<file path="config.mk">
export PLATFORM = sky130hd
export DESIGN_NAME = round_robin_quantum_scheduler_top
export DESIGN_NICKNAME = d
export VERILOG_FILES = /design/src/hw/rtl/rrqs_pkg.sv /design/src/hw/rtl/round_robin_quantum_scheduler_top.sv /design/src/hw/rtl/rrqs_ready_fifo.sv /design/src/hw/rtl/rrqs_slot_alloc.sv
export SDC_FILE = /design/constraint.sdc
export NUM_CORES = 2
export LEC_CHECK = 0
export BUFFER_PORTS_ARGS = -buffer_cell sky130_fd_sc_hd__buf_4
export CAP_MARGIN = 20
export CORE_MARGIN = 3
export CORE_UTILIZATION = 45
export DETAILED_ROUTE_END_ITERATION = 10
export PLACE_DENSITY_LB_ADDON = 0.3
export SLEW_MARGIN = 10
export SYNTH_ARGS = -nofsm -noshare
export SYNTH_HDL_FRONTEND = slang
export SYNTH_SLANG_ARGS = --single-unit
</file>
<file path="constraint.sdc">
create_clock -name clk -period 7.7 [get_ports clk]
set_input_delay 0.77 -clock clk [delete_from_list [all_inputs] [get_ports clk]]
set_output_delay 0.77 -clock clk [all_outputs]
set_load 0.1 [all_outputs]
</file>
<file path="src/hw/rtl/rrqs_pkg.sv">
`timescale 1ns / 1ps
`default_nettype none

package rrqs_pkg;

	// Default sizes and the reset value of the quantum register.
	localparam int NUM_CORES_DEF = 8;
	localparam int MAX_PROCS_DEF = 16;
	localparam logic [7:0] QUANTUM_RESET = 8'd5;

	// Item kinds.
	localparam logic KIND_ADMIT = 1'b0;
	localparam logic KIND_TICK  = 1'b1;

	// Result event codes.
	typedef enum logic [2:0] {
		EV_IDLE    = 3'd0,
		EV_EXEC    = 3'd1,
		EV_SLEEP   = 3'd2,
		EV_WOKE    = 3'd3,
		EV_FIN     = 3'd4,
		EV_PREEMPT = 3'd5,
		EV_ADMIT   = 3'd6,
		EV_REJECT  = 3'd7
	} event_t;

	// One command beat.
	typedef struct packed {
		logic        kind;
		logic [2:0]  core;
		logic [15:0] instr_total;
		logic        advance;
		logic [7:0]  sleep_len;
	} in_item_t;

	// One result beat.
	typedef struct packed {
		event_t      event_res;
		logic [3:0]  process_slot;
		logic [15:0] prog_counter;
		logic        core_busy;
		logic [15:0] core_done_count;
	} out_item_t;

	// Ready queue control.
	typedef struct packed {
		logic push;
		logic pop;
	} fifo_ctl_t;

	// Slot allocator control.
	typedef struct packed {
		logic alloc;
		logic release_en;
	} alloc_ctl_t;

endpackage

`default_nettype wire

</file>
<file path="src/hw/rtl/round_robin_quantum_scheduler_top.sv">
`timescale 1ns / 1ps
`default_nettype none

// Round-robin time-slice scheduler for a set of cores and process slots.
// Command channel: a beat (item) is taken at a rising edge with start high
// and busy low. busy is held low, so a beat can be issued every cycle.
// An admit beat takes the lowest free slot and queues it; a tick beat moves
// one core one step (dispatch, sleep countdown, or one instruction).
// Result channel: done is high for exactly one cycle with the result beat.
// Each command gives exactly one result: the command is held in the input
// register, then the step is worked out and registered as the result.
// Throughput is one command per cycle; all state is read for the item in
// the input register and written back at the edge that registers its result.
// The receiver cannot stall the result channel; results are never held.
// Configuration: one write channel for the quantum register; cfg_ready is
// always high. Write it only while no command is in flight.
// Reset clears the ready queue, slot occupancy, core state and finish
// counts, and sets the quantum to 5. Process tables need no clearing, as a
// slot is written on admit before any read.
module round_robin_quantum_scheduler_top #(
	parameter int NUM_CORES = rrqs_pkg::NUM_CORES_DEF,
	parameter int MAX_PROCS = rrqs_pkg::MAX_PROCS_DEF
) (
	input  wire                     clk,
	input  wire                     arst_n,
	input  wire                     start,
	output logic                    busy,
	input  wire rrqs_pkg::in_item_t item,
	input  wire                     cfg_valid,
	output logic                    cfg_ready,
	input  wire [7:0]               cfg_data,
	output logic                    done,
	output rrqs_pkg::out_item_t     result
);

	localparam int SW  = $clog2(MAX_PROCS);
	localparam int CIW = (NUM_CORES > 1) ? $clog2(NUM_CORES) : 1;

	// Input register and quantum register.
	rrqs_pkg::in_item_t item_s1;
	logic               valid_s1;
	logic [7:0]         quantum_q;

	// Process tables.
	logic [15:0] proc_pc_q    [MAX_PROCS];
	logic [15:0] proc_total_q [MAX_PROCS];
	logic [7:0]  proc_sleep_q [MAX_PROCS];

	// Core tables.
	logic [SW-1:0]        core_slot_q [NUM_CORES];
	logic [NUM_CORES-1:0] core_holds_q;
	logic [7:0]           core_run_q  [NUM_CORES];
	logic [15:0]          core_fin_q  [NUM_CORES];

	// Result register.
	rrqs_pkg::out_item_t result_q;
	logic                done_q;

	// Queue and allocator links.
	rrqs_pkg::fifo_ctl_t  fifo_ctl;
	rrqs_pkg::alloc_ctl_t alloc_ctl;
	logic [SW-1:0]        push_slot;
	logic [SW-1:0]        head_slot;
	logic                 fifo_nonempty;
	logic                 any_free;
	logic [SW-1:0]        free_slot;
	logic [SW-1:0]        release_slot;

	// Step logic signals.
	logic [CIW+2:0]      core_ext;
	logic [CIW-1:0]      cidx;
	logic                in_range;
	logic                holds;
	logic                pop;
	logic [SW-1:0]       s;
	logic [7:0]          run;
	logic [15:0]         fin_cnt;
	logic [15:0]         fin_inc;
	logic [15:0]         pc;
	logic [15:0]         tot;
	logic [7:0]          slp;
	logic [15:0]         pc_inc;
	logic [7:0]          run_inc;
	logic [SW+3:0]       slot_ext;
	logic [SW+3:0]       free_ext;
	logic                pt_we;
	logic [SW-1:0]       pt_addr;
	logic [15:0]         pt_pc;
	logic [15:0]         pt_total;
	logic [7:0]          pt_sleep;
	logic                cw_en;
	logic [SW-1:0]       cw_slot;
	logic                cw_holds;
	logic [7:0]          cw_run;
	logic [15:0]         cw_fin;
	logic                woke;
	logic                fin;
	rrqs_pkg::out_item_t res_d;

	assign busy      = 1'b0;
	assign cfg_ready = 1'b1;
	assign done      = done_q;
	assign result    = result_q;

	rrqs_ready_fifo #(
		.MAX_PROCS(MAX_PROCS)
	) u_fifo (
		.clk      (clk),
		.arst_n   (arst_n),
		.ctl      (fifo_ctl),
		.push_slot(push_slot),
		.head_slot(head_slot),
		.nonempty (fifo_nonempty)
	);

	rrqs_slot_alloc #(
		.MAX_PROCS(MAX_PROCS)
	) u_alloc (
		.clk         (clk),
		.arst_n      (arst_n),
		.ctl         (alloc_ctl),
		.release_slot(release_slot),
		.any_free    (any_free),
		.free_slot   (free_slot)
	);

	// Reads of the current core and process entries.
	always_comb begin
		core_ext = {CIW'(0), item_s1.core};
		cidx     = core_ext[CIW-1:0];
		in_range = core_ext < (CIW + 3)'(NUM_CORES);
		holds    = in_range && core_holds_q[cidx];
		pop      = in_range && !holds && fifo_nonempty;
		s        = pop ? head_slot : core_slot_q[cidx];
		run      = pop ? 8'd0 : core_run_q[cidx];
		fin_cnt  = core_fin_q[cidx];
		fin_inc  = (fin_cnt == 16'hFFFF) ? fin_cnt : fin_cnt + 16'd1;
		pc       = proc_pc_q[s];
		tot      = proc_total_q[s];
		slp      = proc_sleep_q[s];
		pc_inc   = (pc == 16'hFFFF) ? pc : pc + 16'd1;
		run_inc  = (run == 8'hFF) ? run : run + 8'd1;
		slot_ext = {4'd0, s};
		free_ext = {4'd0, free_slot};
	end

	// One scheduling step for the item in the input register.
	always_comb begin
		fifo_ctl     = '0;
		alloc_ctl    = '0;
		push_slot    = s;
		release_slot = s;
		pt_we        = 1'b0;
		pt_addr      = s;
		pt_pc        = pc;
		pt_total     = tot;
		pt_sleep     = slp;
		cw_en        = 1'b0;
		cw_slot      = s;
		cw_holds     = 1'b1;
		cw_run       = run;
		cw_fin       = fin_cnt;
		woke         = 1'b0;
		fin          = 1'b0;
		res_d        = '0;
		res_d.event_res = rrqs_pkg::EV_IDLE;
		if (valid_s1) begin
			if (item_s1.kind == rrqs_pkg::KIND_ADMIT) begin
				if (any_free) begin
					alloc_ctl.alloc    = 1'b1;
					fifo_ctl.push      = 1'b1;
					push_slot          = free_slot;
					pt_we              = 1'b1;
					pt_addr            = free_slot;
					pt_pc              = 16'd0;
					pt_total           = item_s1.instr_total;
					pt_sleep           = 8'd0;
					res_d.event_res    = rrqs_pkg::EV_ADMIT;
					res_d.process_slot = free_ext[3:0];
				end else begin
					res_d.event_res = rrqs_pkg::EV_REJECT;
				end
			end else if (in_range) begin
				fifo_ctl.pop = pop;
				cw_en        = 1'b1;
				if (!holds && !pop) begin
					// Idle core with an empty queue: nothing changes.
					cw_slot               = core_slot_q[cidx];
					cw_holds              = 1'b0;
					res_d.core_done_count = fin_cnt;
				end else if (slp != 8'd0) begin
					// Sleeping process: count down, give up the core.
					pt_we    = 1'b1;
					pt_sleep = slp - 8'd1;
					woke     = (pt_sleep == 8'd0);
					pt_pc    = woke ? pc_inc : pc;
					fin      = woke && (pt_pc >= tot);
					cw_holds = 1'b0;
					if (fin) begin
						alloc_ctl.release_en = 1'b1;
					end else begin
						fifo_ctl.push = 1'b1;
					end
					res_d.event_res       = woke ? rrqs_pkg::EV_WOKE : rrqs_pkg::EV_SLEEP;
					res_d.process_slot    = slot_ext[3:0];
					res_d.prog_counter    = pt_pc;
					res_d.core_done_count = fin_cnt;
				end else begin
					// Execute one instruction.
					pt_we = 1'b1;
					if (item_s1.sleep_len != 8'd0) begin
						pt_sleep = item_s1.sleep_len;
					end else if (item_s1.advance) begin
						pt_pc = pc_inc;
						fin   = (pc_inc >= tot);
					end
					cw_run             = run_inc;
					res_d.process_slot = slot_ext[3:0];
					res_d.prog_counter = pt_pc;
					if (fin) begin
						cw_fin                = fin_inc;
						cw_holds              = 1'b0;
						alloc_ctl.release_en  = 1'b1;
						res_d.event_res       = rrqs_pkg::EV_FIN;
						res_d.core_done_count = fin_inc;
					end else if (run_inc >= quantum_q) begin
						cw_holds              = 1'b0;
						fifo_ctl.push         = 1'b1;
						res_d.event_res       = rrqs_pkg::EV_PREEMPT;
						res_d.core_done_count = fin_cnt;
					end else begin
						res_d.event_res       = rrqs_pkg::EV_EXEC;
						res_d.core_busy       = 1'b1;
						res_d.core_done_count = fin_cnt;
					end
				end
			end
		end
	end

	// Control registers: input valid, result strobe, quantum, core state.
	always_ff @(posedge clk or negedge arst_n) begin
		if (!arst_n) begin
			valid_s1     <= 1'b0;
			done_q       <= 1'b0;
			quantum_q    <= rrqs_pkg::QUANTUM_RESET;
			core_holds_q <= '0;
			for (int i = 0; i < NUM_CORES; i++) begin
				core_slot_q[i] <= '0;
				core_run_q[i]  <= '0;
				core_fin_q[i]  <= '0;
			end
		end else begin
			valid_s1 <= start && !busy;
			done_q   <= valid_s1;
			if (cfg_valid && cfg_ready) begin
				quantum_q <= cfg_data;
			end
			if (cw_en) begin
				core_slot_q[cidx]  <= cw_slot;
				core_holds_q[cidx] <= cw_holds;
				core_run_q[cidx]   <= cw_run;
				core_fin_q[cidx]   <= cw_fin;
			end
		end
	end

	// Payload registers and process tables.
	always_ff @(posedge clk) begin
		if (start && !busy) begin
			item_s1 <= item;
		end
		if (valid_s1) begin
			result_q <= res_d;
		end
		if (pt_we) begin
			proc_pc_q[pt_addr]    <= pt_pc;
			proc_total_q[pt_addr] <= pt_total;
			proc_sleep_q[pt_addr] <= pt_sleep;
		end
	end

endmodule

`default_nettype wire

</file>
<file path="src/hw/rtl/rrqs_ready_fifo.sv">
`timescale 1ns / 1ps
`default_nettype none

module rrqs_ready_fifo #(
	parameter int MAX_PROCS = rrqs_pkg::MAX_PROCS_DEF
) (
	input  wire                          clk,
	input  wire                          arst_n,
	input  wire rrqs_pkg::fifo_ctl_t     ctl,
	input  wire [$clog2(MAX_PROCS)-1:0]  push_slot,
	output logic [$clog2(MAX_PROCS)-1:0] head_slot,
	output logic                         nonempty
);

	localparam int SW = $clog2(MAX_PROCS);
	localparam int CW = $clog2(MAX_PROCS + 1);
	localparam int TW = CW + 1;

	logic [SW-1:0] queue_q [MAX_PROCS];
	logic [SW-1:0] head_q;
	logic [CW-1:0] count_q;

	logic [TW-1:0] tail_sum;
	logic [TW-1:0] tail_wrap;
	logic [SW-1:0] tail;
	logic [CW-1:0] count_popped;
	logic          push_ok;
	logic [SW-1:0] head_next;

	// The tail is fixed by the old head and count, pop or not.
	always_comb begin
		tail_sum  = TW'(head_q) + TW'(count_q);
		tail_wrap = (tail_sum >= TW'(MAX_PROCS)) ? tail_sum - TW'(MAX_PROCS) : tail_sum;
		tail      = tail_wrap[SW-1:0];
		count_popped = ctl.pop ? count_q - CW'(1) : count_q;
		push_ok   = ctl.push && (count_popped < CW'(MAX_PROCS));
		head_next = (head_q == SW'(MAX_PROCS - 1)) ? '0 : head_q + SW'(1);
		head_slot = queue_q[head_q];
		nonempty  = (count_q != '0);
	end

	// Head and fill count.
	always_ff @(posedge clk or negedge arst_n) begin
		if (!arst_n) begin
			head_q  <= '0;
			count_q <= '0;
		end else begin
			if (ctl.pop) begin
				head_q <= head_next;
			end
			count_q <= count_popped + CW'(push_ok);
		end
	end

	// Queue storage.
	always_ff @(posedge clk) begin
		if (push_ok) begin
			queue_q[tail] <= push_slot;
		end
	end

endmodule

`default_nettype wire

</file>
<file path="src/hw/rtl/rrqs_slot_alloc.sv">
`timescale 1ns / 1ps
`default_nettype none

module rrqs_slot_alloc #(
	parameter int MAX_PROCS = rrqs_pkg::MAX_PROCS_DEF
) (
	input  wire                          clk,
	input  wire                          arst_n,
	input  wire rrqs_pkg::alloc_ctl_t    ctl,
	input  wire [$clog2(MAX_PROCS)-1:0]  release_slot,
	output logic                         any_free,
	output logic [$clog2(MAX_PROCS)-1:0] free_slot
);

	localparam int SW = $clog2(MAX_PROCS);

	logic [MAX_PROCS-1:0] used_q;

	// Lowest free slot: scan downwards so the lowest index wins.
	always_comb begin
		any_free  = 1'b0;
		free_slot = '0;
		for (int i = MAX_PROCS - 1; i >= 0; i--) begin
			if (!used_q[i]) begin
				any_free  = 1'b1;
				free_slot = SW'(i);
			end
		end
	end

	// Occupancy bits; allocation and release never fall in the same cycle.
	always_ff @(posedge clk or negedge arst_n) begin
		if (!arst_n) begin
			used_q <= '0;
		end else begin
			if (ctl.alloc) begin
				used_q[free_slot] <= 1'b1;
			end
			if (ctl.release_en) begin
				used_q[release_slot] <= 1'b0;
			end
		end
	end

endmodule

`default_nettype wire

</file>
==> flow_summary.json <==
{
  "status": "finished, final reports clean",
  "place_ws_ns": -0.245,
  "first_pass_iters": 6,
  "synth_top_area_share_pct": 49.9,
  "overflow": 0,
  "async_reset_ff_share_pct": 25.7,
  "startpoint_type": "flop",
  "synth_most_common_cell": "edfxtp_1",
  "wirelength_um": 136000,
  "root_buffer": "clkbuf_16",
  "r2r_start": "u_fifo.head_q[2]",
  "design.core.area_um2": 102000,
  "routedWlPerCell_um": 24.5,
  "min-delay-path-class": "input port to async pin",
  "ios": 84,
  "finClkSkew_ns": 0.0422,
  "cts.sinks": 1040,
  "synth_area_um2": 46600,
  "syn_nets": 3888,
  "clkTransAtPathRegs_ns": 0.06,
  "synth_ff_type": "edfxtp_1",
  "finalNonFillerCells": 5572,
  "die_area_um2": 107000,
  "grt_pass1_wl_um": 204000,
  "rsz0062_at_grt": "true",
  "antenna_found_initial": 2,
  "die_h_um": 328,
  "maxSlewViolCount": 0,
  "finalSetupViolCount": 0,
  "drive_gt1_share_pct": 21.4,
  "hold_ws_ns": 0.138,
  "floorplan.initialDensity_pct": 45.6,
  "critPathMostFrequentCell": "a21o_1",
  "post_synth_num_cell_types": 97,
  "synthTopCellsByCount": "edfxtp_1 (773), nand2_1 (689), dfrtp_1 (265)",
  "finalCritPeriodShare_pct": 99.7,
  "max_freq_mhz": 130,
  "cpPeakStageDelay_ns": 0.51,
  "maxSlewHeadroom_pct": 32.4,
  "drtIter0Drc": 3943,
  "worst_slack_ns": 0.0224,
  "port_buffers": 81,
  "synth-edff-count": 773,
  "ys_seq_area_share_pct": 64.2,
  "cts_max_path_buffers": 3,
  "numCtsBuffers": 107,
  "yosys_warnings": 0,
  "required_ns": 8.26,
  "dp.cells": 5337,
  "synth_cells": 3792,
  "rows": 117,
  "worst_r2r_endpoint": "u_fifo.count_q[4]",
  "ys_ff_latch": 1040,
  "maxCapViolations": 0,
  "areaGrowthSynthToFinish_pct": 19.0,
  "tightest_slew_ns": 1.01,
  "holdBufCountCts": 0,
  "insertion_delay_ns": 0.71,
  "ant_nets": 0,
  "cp_slowest_cell": "mux4_2",
  "fill_cells": 8580,
  "final-hold-violation-count": 0,
  "drc_errors": 0,
  "synth_top_cell_by_area": "edfxtp_1",
  "timing_worst_setup_path_type": "flop to flop",
  "grt.total_usage_pct": 24.9,
  "arrival_ns": 8.24,
  "num_vias": 33600,
  "synth_area_leaders": "edfxtp_1 (50%), dfrtp_1 (14%), nand2_1 (5.6%)",
  "place_congestion": 0.922,
  "critPathMaxFanout": 6,
  "period_minus_slack_ns": 7.68,
  "reg2reg_slack_ns": 0.02,
  "cp-end-kind": "flop",
  "reg2regPathDepth": 38,
  "nNetsFinal": 4206,
  "cts_tree": "yes",
  "grt_start_max_net_pins": 153,
  "dpl.hpwl_um": 85000,
  "detail_route.vias_per_cell": 6.02,
  "syn_area_per_cell_um2": 12.3,
  "grt_pass1_vias": 32600,
  "die_w_um": 328,
  "cts_htree_levels": 3
}
-- worst max-delay path: cells and delay by family (launching register included) --
kind | cells | cell delay (ns)
AOI/OAI and AO/OA | 15 | 2.51
xor gates and xnor gates | 1 | 0.14
adders and majority gates | 4 | 0.72
buffers and inverters | 5 | 0.65
DFF | 1 | 0.43
muxes | 6 | 1.81
and+or+nand+nor | 7 | 1.31
-- logic make-up after synthesis --
kind of cell / share of synthesized area (%)
AOI/OAI and AO/OA: 11.7
other: 0.0161
muxes: 5.83
DFF: 64.2
adders and majority gates: 1.49
buffers and inverters: 2.79
and+or+nand+nor: 12.9
xor gates and xnor gates: 1.04
-- per-layer routing --
layer  global-route usage, %  up-vias  routed length (um)
met5                       0        -                  11
met4                    8.91        2                5090
met3                    4.66      321               12000
met2                    39.8     1639               64000
met1                    34.3    16700               55400
li1                        -    14900                   -
-- registers in the layout (all words and copies together), names as in the netlist --
signal          count
proc_total_q      256
quantum_q           8
item_s1            26
u_alloc.used_q     16
proc_sleep_q      128
u_fifo.head_q       4
core_run_q         64
proc_pc_q         256
core_slot_q        32
done                1
core_fin_q        128
u_fifo.count_q      5
u_fifo.queue_q     64
core_holds_q        8
cidx                3
result             40
valid_s1            1
-- timing repair --
action / 4_1_cts / 5_1_grt
pin swaps: 4 / 22
resized for setup: 17 / 55
setup buffers: 7 / 13
cloned: 3 / 4
endpoints found under the setup margin: 65 / 67
-- layout make-up --
cell class              instances  area (um2)  share of cell area (%)
clock buffers                 135        2870                    5.17
flip-flops and latches       1040       29900                    54.0
inverters                      40         150                   0.271
repair buffers                472        4010                    7.23
multi-input cells            2449       16100                    29.0
well taps                    1368        1710                    3.09
clock inverters                67         712                    1.28
diodes                          1        2.50                 0.00452
-- worst max path at each step --
stage                startpoint                 to  slack (ns)  cells after the start
6_report       u_fifo.head_q[2]  u_fifo.count_q[4]        0.02                     38
3_5_place_dp   u_fifo.head_q[0]  u_fifo.count_q[4]       -0.24                     38
4_1_cts        u_fifo.head_q[2]  u_fifo.count_q[4]        0.02                     37
2_1_floorplan  u_fifo.head_q[0]  u_fifo.count_q[4]        0.03                     43
3_3_place_gp   u_fifo.head_q[0]  u_fifo.count_q[4]       -0.16                     38
5_1_grt        u_fifo.head_q[2]  u_fifo.count_q[4]       -0.21                     38
-- stage by stage --
step | instance area, um2 | setup TNS [ns] | util [%]
detailed placement | 51100 | -0.245 | 50.0
finish | 55400 | 0 | 54.2
floorplan | 46800 | 0 | -
global route | 55400 | -0.205 | 54.2
CTS | 54900 | 0 | 53.7
global placement | 51100 | -0.165 | 50.0
-- cells in the final DEF (no fill, tap or decap), types with 27 or more instances in the layout --
master and instances:
nor3_1 49, buf_12 27, o22ai_1 33, nand4_1 42, nor2_1 87, mux4_2 47, and3_1 92, a211oi_1 52
edfxtp_1 773, clkinv_2 27, a21oi_1 89, mux2_2 53, o21ai_0 260, mux2i_1 84, xnor2_1 27, a311oi_1 40
ha_1 51, inv_1 36, buf_4 432, clkbuf_16 113, dfrtp_1 262, o21ai_1 55, nand3_1 221, nand2_1 674
Power is not shown: default switching activity piles up to over one toggle a cycle in this logic, so the estimate is an artifact.
